===== src/wth_pkg.sv =====
//------------------------------------------------------------------------------
// wth_pkg - shared types and constants for the word tokenizer / hasher
// Character classes, configuration register indexes, widths and helpers.
//------------------------------------------------------------------------------
`timescale 1ns / 1ps
`default_nettype none

package wth_pkg;

  // Configuration register indexes
  localparam logic REG_HASH_MODE  = 1'b0;
  localparam logic REG_TABLE_SIZE = 1'b1;

  localparam int CFG_W  = 17;   // widest register (table_size)
  localparam int HASH_W = 32;
  localparam int LEN_W  = 10;
  localparam int BKT_W  = 16;
  localparam int CNT_W  = 32;

  localparam int MAX_WORD_LEN = 1023;
  localparam int LEN_FIELD_MAX = 1023;
  localparam logic [LEN_W-1:0] LEN_LIMIT =
    LEN_W'((MAX_WORD_LEN < LEN_FIELD_MAX) ? MAX_WORD_LEN : LEN_FIELD_MAX);

  localparam logic [CFG_W-1:0] TABLE_SIZE_RST = 17'd1024;
  localparam logic [CFG_W-1:0] TABLE_SIZE_MAX = 17'd65536;

  // Hash modes
  localparam logic [1:0] MODE_DIV = 2'd0;
  localparam logic [1:0] MODE_ADD = 2'd1;
  localparam logic [1:0] MODE_XOR = 2'd2;

  localparam logic [7:0] CHAR_UC_A = 8'h41;
  localparam logic [7:0] CHAR_UC_Z = 8'h5A;
  localparam logic [7:0] CASE_OFS  = 8'h20;

  // Word delimiter set
  function automatic logic is_delim(input logic [7:0] c);
    logic d;
    case (c)
      8'h00, 8'h20, 8'h09, 8'h0A, 8'h0D,
      8'h2E, 8'h2C, 8'h3A, 8'h3B,
      8'h28, 8'h29, 8'h5B, 8'h5D, 8'h7B, 8'h7D,
      8'h3F, 8'h21, 8'h22, 8'h2D: d = 1'b1;
      default: d = 1'b0;
    endcase
    return d;
  endfunction

  // Clamp table size into 1..65536
  function automatic logic [CFG_W-1:0] eff_size(input logic [CFG_W-1:0] t);
    logic [CFG_W-1:0] r;
    if (t == '0) begin
      r = 17'd1;
    end else if (t > TABLE_SIZE_MAX) begin
      r = TABLE_SIZE_MAX;
    end else begin
      r = t;
    end
    return r;
  endfunction

  typedef enum logic [2:0] {
    ST_IDLE = 3'b001,
    ST_DIV  = 3'b010,
    ST_EMIT = 3'b100
  } state_t;

  // Divider handshake
  typedef struct packed {
    logic              start;
    logic [HASH_W-1:0] dividend;
    logic [CFG_W-1:0]  divisor;
  } div_req_t;

endpackage

`default_nettype wire


===== src/wth_divu.sv =====
//------------------------------------------------------------------------------
// wth_divu - bit-serial remainder unit
// Restoring remainder of a 32-bit dividend by a divisor in 1..65536,
// one dividend bit per cycle.
//------------------------------------------------------------------------------
`timescale 1ns / 1ps
`default_nettype none

module wth_divu (
  input  wire logic                         clk,
  input  wire logic                         rst,
  input  wire wth_pkg::div_req_t            req,
  output logic                              done,
  output logic [wth_pkg::BKT_W-1:0]         rem
);

  logic                        busy;
  logic [4:0]                  step;
  logic [wth_pkg::HASH_W-1:0]  dvd;
  logic [wth_pkg::CFG_W-1:0]   dsr;
  logic [wth_pkg::BKT_W-1:0]   rem_next;
  logic [wth_pkg::CFG_W-1:0]   trial;

  // Shift in the next dividend bit, subtract when it fits
  always_comb begin
    trial = {rem, dvd[wth_pkg::HASH_W-1]};
    if (trial >= dsr) begin
      rem_next = wth_pkg::BKT_W'(trial - dsr);
    end else begin
      rem_next = trial[wth_pkg::BKT_W-1:0];
    end
  end

  // Control
  always_ff @(posedge clk) begin
    if (rst) begin
      busy <= 1'b0;
      done <= 1'b0;
      step <= '0;
    end else begin
      done <= 1'b0;
      if (req.start) begin
        busy <= 1'b1;
        step <= '0;
      end else if (busy) begin
        step <= step + 5'd1;
        if (step == 5'd31) begin
          busy <= 1'b0;
          done <= 1'b1;
        end
      end
    end
  end

  // Datapath
  always_ff @(posedge clk) begin
    if (req.start) begin
      dvd <= req.dividend;
      dsr <= req.divisor;
      rem <= '0;
    end else if (busy) begin
      dvd <= {dvd[wth_pkg::HASH_W-2:0], 1'b0};
      rem <= rem_next;
    end
  end

endmodule

`default_nettype wire


===== src/word_tokenize_hash.sv =====
//------------------------------------------------------------------------------
// word_tokenize_hash - text word splitter with per-word bucket hash
// Flow: additive / xor-rotate word bytes and delimiters outside a word never stall;
//   a division-mode byte stalls the input for load, 32 remainder steps and write.
// A word end passes the divider and emit state into the output register; the next
//   transaction is taken in the following cycle, or once a stalled result leaves.
// Reset (rst, synchronous): registers to hash_mode 0, table_size 1024; no word.
//------------------------------------------------------------------------------
`timescale 1ns / 1ps
`default_nettype none

module word_tokenize_hash (
  input  wire logic                        clk,
  input  wire logic                        rst,
  // configuration
  input  wire logic                        cfg_we,
  input  wire logic                        cfg_index,
  input  wire logic [wth_pkg::CFG_W-1:0]   cfg_data,
  // input channel
  input  wire logic                        in_valid,
  output logic                             in_stall,
  input  wire logic [7:0]                  text_byte,
  input  wire logic                        end_of_text,
  // output channel
  output logic                             out_valid,
  input  wire logic                        out_stall,
  output logic [wth_pkg::BKT_W-1:0]        bucket,
  output logic [wth_pkg::LEN_W-1:0]        word_length,
  output logic [wth_pkg::CNT_W-1:0]        word_number
);

  logic [1:0]                   hash_mode;
  logic [wth_pkg::CFG_W-1:0]    table_size;
  logic [wth_pkg::HASH_W-1:0]   hash_accum;
  logic [wth_pkg::LEN_W-1:0]    token_len;
  logic                         in_word;
  logic [wth_pkg::CNT_W-1:0]    word_total;
  wth_pkg::state_t              state;
  logic                         op_finish;

  logic                         in_fire;
  logic                         is_end;
  logic [7:0]                   ch;
  logic [wth_pkg::HASH_W-1:0]   h_cur;
  logic [wth_pkg::LEN_W-1:0]    len_cur;
  logic [wth_pkg::HASH_W-1:0]   h_xor;
  wth_pkg::div_req_t            div_req;
  logic                         div_done;
  logic [wth_pkg::BKT_W-1:0]    div_rem;
  logic                         out_free;

  assign in_stall = (state != wth_pkg::ST_IDLE);
  assign in_fire  = in_valid && !in_stall;
  assign is_end   = end_of_text || wth_pkg::is_delim(text_byte);
  assign out_free = !out_valid || !out_stall;

  // Lower-case A-Z; start a fresh word from zero
  always_comb begin
    if (text_byte >= wth_pkg::CHAR_UC_A && text_byte <= wth_pkg::CHAR_UC_Z) begin
      ch = text_byte + wth_pkg::CASE_OFS;
    end else begin
      ch = text_byte;
    end
    h_cur   = in_word ? hash_accum : '0;
    len_cur = in_word ? token_len : '0;
    h_xor   = h_cur ^ {24'd0, ch};
  end

  // Divider request: per-byte reduction in mode 0, or final bucket reduction
  always_comb begin
    div_req.start    = 1'b0;
    div_req.divisor  = wth_pkg::eff_size(table_size);
    div_req.dividend = hash_accum;
    if (in_fire) begin
      if (is_end) begin
        div_req.start = in_word;
      end else if (hash_mode == wth_pkg::MODE_DIV) begin
        div_req.start    = 1'b1;
        div_req.dividend = {h_cur[24:0], 7'd0} + {24'd0, ch};
      end
    end
  end

  wth_divu u_divu (
    .clk  (clk),
    .rst  (rst),
    .req  (div_req),
    .done (div_done),
    .rem  (div_rem)
  );

  // Configuration registers
  always_ff @(posedge clk) begin
    if (rst) begin
      hash_mode  <= wth_pkg::MODE_DIV;
      table_size <= wth_pkg::TABLE_SIZE_RST;
    end else if (cfg_we) begin
      case (cfg_index)
        wth_pkg::REG_HASH_MODE:  hash_mode  <= cfg_data[1:0];
        wth_pkg::REG_TABLE_SIZE: table_size <= cfg_data;
        default: ;
      endcase
    end
  end

  // Sequencer and word state
  always_ff @(posedge clk) begin
    if (rst) begin
      state      <= wth_pkg::ST_IDLE;
      in_word    <= 1'b0;
      word_total <= '0;
      hash_accum <= '0;
      token_len  <= '0;
      op_finish  <= 1'b0;
    end else begin
      case (state)
        wth_pkg::ST_IDLE: begin
          if (in_fire) begin
            if (is_end) begin
              if (in_word) begin
                in_word   <= 1'b0;
                op_finish <= 1'b1;
                state     <= wth_pkg::ST_DIV;
                if (word_total != '1) begin
                  word_total <= word_total + 32'd1;
                end
              end
            end else begin
              in_word   <= 1'b1;
              op_finish <= 1'b0;
              token_len <= (len_cur < wth_pkg::LEN_LIMIT) ? len_cur + 10'd1 : len_cur;
              case (hash_mode)
                wth_pkg::MODE_DIV: state <= wth_pkg::ST_DIV;
                wth_pkg::MODE_ADD: hash_accum <= h_cur + {24'd0, ch};
                default:           hash_accum <= {h_xor[27:0], h_cur[31:28]};
              endcase
            end
          end
        end
        wth_pkg::ST_DIV: begin
          if (div_done) begin
            if (op_finish) begin
              state <= wth_pkg::ST_EMIT;
            end else begin
              hash_accum <= {16'd0, div_rem};
              state      <= wth_pkg::ST_IDLE;
            end
          end
        end
        wth_pkg::ST_EMIT: begin
          if (out_free) begin
            state <= wth_pkg::ST_IDLE;
          end
        end
        default: state <= wth_pkg::ST_IDLE;
      endcase
    end
  end

  // Output register
  always_ff @(posedge clk) begin
    if (rst) begin
      out_valid <= 1'b0;
    end else if (state == wth_pkg::ST_EMIT && out_free) begin
      out_valid <= 1'b1;
    end else if (!out_stall) begin
      out_valid <= 1'b0;
    end
  end

  always_ff @(posedge clk) begin
    if (state == wth_pkg::ST_EMIT && out_free) begin
      bucket      <= div_rem;
      word_length <= token_len;
      word_number <= word_total;
    end
  end

endmodule

`default_nettype wire


===== config.mk =====
export PLATFORM = sky130hd
export DESIGN_NAME = word_tokenize_hash
export DESIGN_NICKNAME = d
export VERILOG_FILES = /design/src/wth_pkg.sv /design/src/wth_divu.sv /design/src/word_tokenize_hash.sv
export SDC_FILE = /design/constraint.sdc
export NUM_CORES = 1
export LEC_CHECK = 0
export BUFFER_PORTS_ARGS = -buffer_cell sky130_fd_sc_hd__buf_2
export CORE_MARGIN = 8
export CORE_UTILIZATION = 45
export CTS_BUF_LIST = sky130_fd_sc_hd__clkbuf_8
export DETAILED_ROUTE_END_ITERATION = 8
export PLACE_DENSITY_LB_ADDON = 0.15
export SLEW_MARGIN = 10
export SYNTH_ARGS = -nofsm -noshare
export SYNTH_HDL_FRONTEND = slang
export SYNTH_SLANG_ARGS = --single-unit

===== constraint.sdc =====
create_clock -name clk -period 4 [get_ports clk]
set_input_delay 0.4 -clock clk [delete_from_list [all_inputs] [get_ports clk]]
set_output_delay 0.4 -clock clk [all_outputs]
set_load 0.02 [all_outputs]

== Yosys cells after proc, flatten, opt, wreduce, memory -nomap -nowiden ==
Index checks and enable logic that the tools add are counted.

* Input port bits: 32
* Output and inout port bits: 60
* Logic and storage cells: 131
* Register bits after elaboration: 229

* Mux-type cells: 36
* Reduce and logical (&&, ||, !) cells: 25
* Order comparisons: 5
* Equality and inequality tests: 35
* Add/subtract/negate cells: 7
* Bitwise logic cells: 4

{| class="wikitable"
|+ Operators with widths
! operator !! number
|-
| $mux 32 || 8
|-
| $pmux 32 s2 || 2
|-
| $eq 8x6->1 const B || 11
|-
| $mux 33 || 2
|-
| $add 32x8->32 || 2
|-
| $add 32x1->32 const B || 1
|-
| $eq 8x7->1 const B || 4
|-
| $ne 32x32->1 const B || 1
|-
| $xor 28x8->28 || 1
|-
| $eq 8x4->1 const B || 3
|-
| $mux 3 || 7
|-
| $mux 10 || 2
|-
| $reduce_or 19->1 || 1
|-
| $ge 17x17->1 || 1
|-
| $gt 17x17->1 const B || 1
|-
| $logic_not 17->1 || 1
|-
| $mux 17 || 1
|-
| $mux 16 || 1
|-
| $sub 16x16->16 || 1
|-
| $ne 2x2->1 const B || 6
|-
| $mux 1 || 11
|-
| $add 10x1->10 const B || 1
|-
| $lt 10x10->1 const B || 1
|-
| $reduce_and 5->1 || 2
|-
| 26 further kinds || 40
|}

== Depth between registers and ports, before layout ==
Gate-level depths: netlist (run 1).

* Depth after elaboration: 8
* Gate-level depth with buffers: 15
* Gate-level depth less buffers: 12

== Hierarchy ==
A second synthesis (run 1) with hierarchy kept.

* Cells, all modules: 1361
* Area total of the unflattened synthesis: 12633.4 µm²

{| class="wikitable"
|+ Modules (own cells, without submodules)
! module !! area each (µm²) !! sequential area each (µm²) !! instances !! cells each
|-
| word_tokenize_hash || 8717.1 || 3723.6 || 1 || 1023
|-
| wth_divu || 3916.3 || 1931.9 || 1 || 338
|}

== Least setup slack after synthesis (run 1) ==
Ideal clock, no wire load.

* Kind: register to register
* Start: register state[0]
* End: register bucket[0] (netlist bit), enable pin
* Arrival time: 3.362 ns
* Slack: 0.144 ns
* Cell stages (with the launch flop): 4
* Data required time: 3.507 ns
* Buffers on the path: 0
* Period minus slack after synthesis: 3.856 ns
* Cell sequence: dfxtp_1 > nor2_1 > nand2_1 > a21oi_1

* Word-level cells in the longest chain between the ends: 2

{| class="wikitable"
|+ Ends and longest elaborated chain
! what !! RTL line !! source
|-
| start, declared || word_tokenize_hash.sv:38 || <nowiki>wth_pkg::state_t state;</nowiki>
|-
| start signal, assigned || word_tokenize_hash.sv:109 || <nowiki>state <= wth_pkg::ST_IDLE;</nowiki>
|-
| start signal, assigned || word_tokenize_hash.sv:123 || <nowiki>state <= wth_pkg::ST_DIV;</nowiki>
|-
| start signal, assigned || word_tokenize_hash.sv:133 || <nowiki>wth_pkg::MODE_DIV: state <= wth_pkg::ST_DIV;</nowiki>
|-
| $eq 3x3->1 || word_tokenize_hash.sv:172 || <nowiki>if (state == wth_pkg::ST_EMIT && out_free) begin</nowiki>
|-
| $logic_and 1x1->1 || word_tokenize_hash.sv:172 ||
|-
| end signal, assigned || word_tokenize_hash.sv:173 || <nowiki>bucket <= div_rem;</nowiki>
|-
| end, declared || word_tokenize_hash.sv:27 || <nowiki>output logic [wth_pkg::BKT_W-1:0] bucket,</nowiki>
|}

No other way between the ends.
A chain may end at the register's enable or synchronous reset.

== Worst setup path in the final report (run 1) ==
* Start: input text_byte[0]
* End: register hash_accum[30] (netlist bit)

* Word-level cells in the longest chain between the ends: 8
* Elaborated cells on any way between the ends: 34
* Those cells by class: add/sub (2); order compare (2); eq/ne (19); mux (6); reduce/logical (5)

{| class="wikitable"
|+ Ends and longest elaborated chain
! what !! RTL line !! source
|-
| start, declared || word_tokenize_hash.sv:22 || <nowiki>input wire logic [7:0] text_byte,</nowiki>
|-
| $ge 8x7->1 or $le 8x7->1 (tied branches) || word_tokenize_hash.sv:59 || <nowiki>if (text_byte >= wth_pkg::CHAR_UC_A && text_byte <= wth_pkg::CHAR_UC_Z) begin</nowiki>
|-
| $logic_and 1x1->1 || word_tokenize_hash.sv:59 ||
|-
| $mux 8 || word_tokenize_hash.sv:59 ||
|-
| $add 32x8->32 || word_tokenize_hash.sv:134 || <nowiki>wth_pkg::MODE_ADD: hash_accum <= h_cur + {24'd0, ch};</nowiki>
|-
| $pmux 32 s2 || word_tokenize_hash.sv:132 || <nowiki>case (hash_mode)</nowiki>
|-
| $mux 32 || word_tokenize_hash.sv:119 || <nowiki>if (is_end) begin</nowiki>
|-
| $mux 32 || word_tokenize_hash.sv:118 || <nowiki>if (in_fire) begin</nowiki>
|-
| $pmux 32 s2 || word_tokenize_hash.sv:116 || <nowiki>case (state)</nowiki>
|-
| end signal, assigned || word_tokenize_hash.sv:134 ||
|-
| end signal, assigned || word_tokenize_hash.sv:135 || <nowiki>default: hash_accum <= {h_xor[27:0], h_cur[31:28]};</nowiki>
|-
| end signal, assigned || word_tokenize_hash.sv:145 || <nowiki>hash_accum <= {16'd0, div_rem};</nowiki>
|-
| end, declared || word_tokenize_hash.sv:34 || <nowiki>logic [wth_pkg::HASH_W-1:0] hash_accum;</nowiki>
|}

Several ways; a longest one is shown, not always the timed one. The select of a mux whose other input is x is not followed.

==> impl_metrics.toml, run 1 <==
[floorplanning]
pin_count = 92
initial_core_util = 0.459
dieArea_um2 = 33100
rows = 60
die_w_um = 182
core-area_um2 = 27000
die_h_um = 182

[synthesis]
synth_nets = 1413
ys_seq_elements = 229
yosysSeqAreaShare = 0.457
yosysTopAreaCellShare = 0.260
syn-mean-instance-area_um2 = 9.21
netlist_area_um2 = 12400
yosysWarnings = 0
synthTopCellsByArea = "edfxtp_1, dfxtp_1, nand2_1"
synth_edf_count = 107
syn_inst = 1344
yosysTopAreaCell = "edfxtp_1"
ys_async_sr_fraction = 0
synth_ff_type = "dfxtp_1"
yosysUniqueCellTypes = 81

[global_routing]
grt_pass1_wl_um = 52800
track_usage = 0.193
grt_max_degree = 54
antenna_found_initial = 0
grt_pass1_vias = 9582
grt_overflow = 0

[worst_setup_path]
cp-start-kind = "input port"
required_ns = 4.46
r2r_setup_slack_ns = 0.80
path_max_fanout = 9
crit_path_end_kind = "register"
critical_path_arrival_ns = 3.66
worst-setup-path-type = "input port to register"

[placement]
dp_hpwl_um = 23000
gp_congestion = 0.918
io_buffers = 91

[sta]
setup_viol = 0
post-route-period-util = 0.801
slew-limit-headroom = 0.205
hold_violations = 0
worst_pin_slew_ns = 1.19
skew_ns = 0.0142
rsz0062_at_grt = "no"
fin_crit_ns = 3.20
slew_violations = 0
fin_tns_setup_ns = 0
timing.fmax_mhz = 312
whs_ns = 0.0739

[run]
cap_viol_max_count = 0

[routing]
route.detailed.drc = 0
dr_total_vias = 10200
postRouteWirelength_um = 32400
viasPerCell = 5.68
post_drt_wl_per_cell_um = 18.0
firstDrtPassIters = 5
drtIter0Drc = 842
ant_nets = 0

[finish]
final_nets = 1493
drive_gt1_frac = 0.143
area_delta_synth_final_pct = 12.7
final_cell_mix = "nand2_1, dfxtp_1, nor2_1, edfxtp_1, buf_2"
layout_commonest_cell = "nand2_1"
antenna_cells = 0

[clocking]
numCtsBuffers = 41
clock_latency_ns = 0.55
cts_root_buf = "clkbuf_8"
clk_pin_slew_ns = 0.06
cts_sinks = 229
postCtsHoldBufs = 0
ctsResizeCount = 0
post_cts_buffers = 0
cts_tree = "built"
cts.htree.levels = 2
clock_path_buffers = 3

[power]
powerDensity_nw_per_um2 = 446
p_leak_uw = 0.00518
ir_worst_vdd_uv = 247

[hold_path]
hold_path_class = "input port to register"

[run_status]
run_status = "finished, final reports clean"
==> cells in the mapped netlist (34+ instances only) <==
cell        n
nand3_1    56
ha_1       35
a21oi_1    81
edfxtp_1  107
dfxtp_1   122
nor3_1     43
clkbuf_1   51
nor2_1    114
o21ai_0    57
nand2_1   182
xnor2_1    39
and2_1     34
inv_1      35
xor2_1     41
mux2i_1    47
==> path summary, 6_finish.rpt <==
| check | startpoint | end | depth (start not counted) |
|---|---|---|---|
| setup / recovery | text_byte[0] | hash_accum[30] | 13 |
| hold / removal | cfg_data[10] | table_size[10] | 3 |
| setup reg to reg | in_word | hash_accum[30] | 11 |
| hold reg to reg | table_size[2] | table_size[2] | 2 |
==> critical path: stages <==
cell and delay, ns:
buf_2 0.15, or4_1 0.51, nor2_1 0.15, nor3_1 0.08
a21o_1 0.22, ha_1 0.36, nand2_1 0.09, a2111oi_0 0.40
o21ai_1 0.32, nor4_1 0.43, nand3_1 0.15, or3_1 0.32
o211ai_1 0.08
==> where the power goes <==
group	switching, uW	internal [uW]
Combinational	749	525
Clock	999	1130
Sequential	193	2630
Total	1940	4280
==> flip-flops by register name, indices dropped and copies added (netlist names), 2 cells and up <==
signal	cells
bucket	16
hash_accum	32
hash_mode	2
state	3
table_size	17
token_len	10
u_divu.dsr	17
u_divu.dvd	32
u_divu.rem	16
u_divu.step	5
word_length	10
word_number	32
word_total	32
==> cell type report <==
cell class | count | area [um2]
multi-input combinational | 1005 | 6270
clock inverter | 27 | 136
fill | 2529 | 13000
tap | 341 | 427
inverter | 37 | 139
timing repair buffer | 110 | 638
clock buffer | 49 | 674
sequential | 229 | 5660
==> kinds of logic after synthesis <==
logic type	after synthesis	synth area share
flops	229	0.457
buf+inv	110	0.0382
fa+ha+maj	37	0.0386
mux	47	0.0380
compound gates	278	0.144
simple gates	563	0.227
xor+xnor	80	0.0566
==> routing by layer <==
| metal | global-route usage | vias to the layer above | routed length (um) |
|---|---|---|---|
| li1 | - | 5041 | - |
| met1 | 0.268 | 4772 | 15100 |
| met2 | 0.302 | 345 | 14400 |
| met3 | 0.0371 | 56 | 2160 |
| met5 | 0 | - | 0 |
| met4 | 0.0554 | 0 | 760 |
==> metrics by stage <==
step	util	total power, uW	std cells	setup slack [ns]	cell area (um2)
2_1_floorplan	-	3760	1344	0.144	12400
6_report	0.517	6220	1798	0.796	13900
4_1_cts	0.517	6290	1798	0.852	13900
3_3_place_gp	0.487	4130	1722	0.331	13100
5_1_grt	0.517	6560	1798	0.408	13900
3_5_place_dp	0.487	4140	1722	0.296	13100
Power figures use the tool's default switching activity.
==> run 2, diff against run 1 <==
--- a/config.mk
+++ b/config.mk
@@ -5,6 +5,7 @@
 export SDC_FILE = /design/constraint.sdc
 export NUM_CORES = 1
 export LEC_CHECK = 0
+export ABC_AREA = 1
 export BUFFER_PORTS_ARGS = -buffer_cell sky130_fd_sc_hd__buf_2
 export CORE_MARGIN = 8
 export CORE_UTILIZATION = 45
==> constraint.sdc (replaced) <==
create_clock -name clk -period 2.6 [get_ports clk]
set_input_delay 0.26 -clock clk [delete_from_list [all_inputs] [get_ports clk]]
set_output_delay 0.26 -clock clk [all_outputs]
set_load 0.02 [all_outputs]
==> impl_metrics.toml, run 2 <==
[run_status]
run_status = "finished, final reports clean"

[synthesis]
synth.most_common_cell = "nand2_1"
synth_edf_count = 107
yosysWarnings = 0
ys_async_sr_fraction = 0
netlist_area_um2 = 13100
yosysSeqAreaShare = 0.432
yosysTopAreaCell = "edfxtp_1"
synth_nets = 1833
ys_seq_elements = 229
syn_inst = 1764
synth_ff_type = "dfxtp_1"
yosysTopAreaCellShare = 0.246
yosysUniqueCellTypes = 46
synth_common_cells = "nand2_1, nor2_1, inv_1"
synthTopCellsByArea = "edfxtp_1, dfxtp_1, nand2_1"
syn-mean-instance-area_um2 = 7.41

[worst_setup_path]
critPathSlowestCell = "fa_1"
path_max_fanout = 9
r2r-end = "hash_accum[22]"
path_delay_family = "simple AND/OR/NAND/NOR gates"
cp.depth = 14
cpPeakStageDelay_ns = 0.42
path_cells = "nand2_1 > inv_1 > ha_2 > inv_1 > fa_1 > o21ai_4 > nand3_1 > nand2_4 > nand3_1 > nand2_1 > nand3_1 > nand2_1 > nand3_1 > a21oi_1"
cp-startpoint = "in_word"
cp-start-kind = "register"
worst-setup-path-type = "register to register"
required_ns = 3.07
critical_path_arrival_ns = 2.93
cp_common_cell = "nand3_1"
r2r_setup_slack_ns = 0.14
critPathCapture = "hash_accum[22]"
path_buf_inv = 2
crit_path_end_kind = "register"
reg2reg_from = "in_word"
ff2ff_path_depth = 14

[sta]
hold_violations = 0
timing.fmax_mhz = 407
slew_violations = 0
setup_viol = 0
worst_pin_slew_ns = 0.941
skew_ns = 0.0128
fin_tns_setup_ns = 0
slew-limit-headroom = 0.372
fin_crit_ns = 2.46
post-route-period-util = 0.946

[finish]
area_delta_synth_final_pct = 18.5
final_util = 0.541
drive_gt1_frac = 0.147
layout_commonest_cell = "nand2_1"
fin_area_um2 = 15500
final-instance-count-excl-fill = 2357
final_cell_mix = "nand2_1, nor2_1, inv_1, dfxtp_1, o21ai_0"
final_nets = 2009
antenna_cells = 0

[floorplanning]
core-area_um2 = 28600
pin_count = 92
die_h_um = 186
die_w_um = 186
initial_core_util = 0.457
rows = 62
dieArea_um2 = 34800

[routing]
postRouteWirelength_um = 38600
route.detailed.drc = 0
dr_total_vias = 12300
firstDrtPassIters = 5
viasPerCell = 5.21
post_drt_wl_per_cell_um = 16.4
ant_nets = 0
drtIter0Drc = 954

[hold_path]
hold_path_class = "input port to register"

[global_routing]
grt_pass1_wl_um = 62500
grt_overflow = 0
antenna_found_initial = 0
track_usage = 0.216
grt_pass1_vias = 11800
grt_max_degree = 51

[placement]
gp_congestion = 0.956
place_inst = 2263
dp_hpwl_um = 28700
io_buffers = 91
placed_cell_area_um2 = 14400

[clocking]
clock_path_buffers = 3
cts.htree.levels = 2
cts_sinks = 229
numCtsBuffers = 42
cts_root_buf = "clkbuf_8"
cts_tree = "built"
clk_pin_slew_ns = 0.06
clock_latency_ns = 0.56

[run]
cap_viol_max_count = 0

[power]
ir_worst_vdd_uv = 365
p_leak_uw = 0.00681
powerDensity_nw_per_um2 = 654
## run 2: cell types whose count changed in the layout (fill, tap and decap cells not counted), moves of 20 or more
cell and delta:
nand3_1 +38, o21ai_0 +53, a21oi_1 +23, and2_1 -34, inv_1 +147, a211oi_1 -21
buf_4 +68, nor2_1 +99, and3_1 -20, xnor2_1 -21, mux2i_1 -46, nand2_1 +300
## run 2: repair_timing
action | 4_1_cts | 5_1_grt
hold buffers | 15 | 0
gates resized for setup | 2 | 10
endpoints found under the setup margin | 4 | 26
setup buffers | 0 | 2
pin swaps | 0 | 2
hold endpoints to repair | 16 | 0
## run 2: cell families after synthesis
group,synth area share
compound gates,0.114
xor+xnor,0.0469
fa+ha+maj,0.0366
buf+inv,0.0786
flops,0.432
mux,0.000766
simple gates,0.290
## run 2: layout make-up
class | count | area [um2]
Sequential cell | 229 | 5660
Fill cell | 2791 | 13100
Multi-Input combinational cell | 1286 | 6450
Clock inverter | 33 | 236
Timing Repair Buffer | 198 | 1380
Inverter | 183 | 687
Tap cell | 384 | 480
Clock buffer | 44 | 606
## run 2: where the power goes
group          leakage [uW]  total, uW  switching, uW  internal [uW]
logic               0.00434       2140           1420            720
clock network      0.000494       3440           1550           1890
registers           0.00197       4550            241           4310
## run 2: worst min path at each step
stage                        start         endpoint  slack (ns)  depth (start not counted)
detailed placement  word_total[31]  word_number[31]        0.44                          0
finish                cfg_data[16]   table_size[16]        0.03                          3
floorplan             cfg_data[10]   table_size[10]        0.37                          2
CTS                   cfg_data[16]   table_size[16]       0.003                          3
global placement         op_finish        op_finish        0.44                          2
global route          cfg_data[16]   table_size[16]        0.05                          3
## run 2: worst min-delay path, cell delays in order
cell and delay, ns:
buf_2 0.09, o21ai_0 0.08, a21oi_1 0.11
## run 2: through the flow
stage	worst slack (ns)	power, uW	hold WS [ns]
6_report	0.140	10100	0.0337
5_1_grt	-0.0241	10700	0.0513
4_1_cts	0.0263	10200	0.00275
3_5_place_dp	-0.281	6740	0.445
3_3_place_gp	-0.185	6710	0.438
2_1_floorplan	0.0187	5980	0.373
## run 2: routing by layer
metal,global-route usage,vias to the layer above,share of wire
li1,-,6162,-
met5,0,-,0
met4,0.0721,0,0.027
met2,0.342,385,0.44
met3,0.0403,80,0.067
met1,0.294,5651,0.46
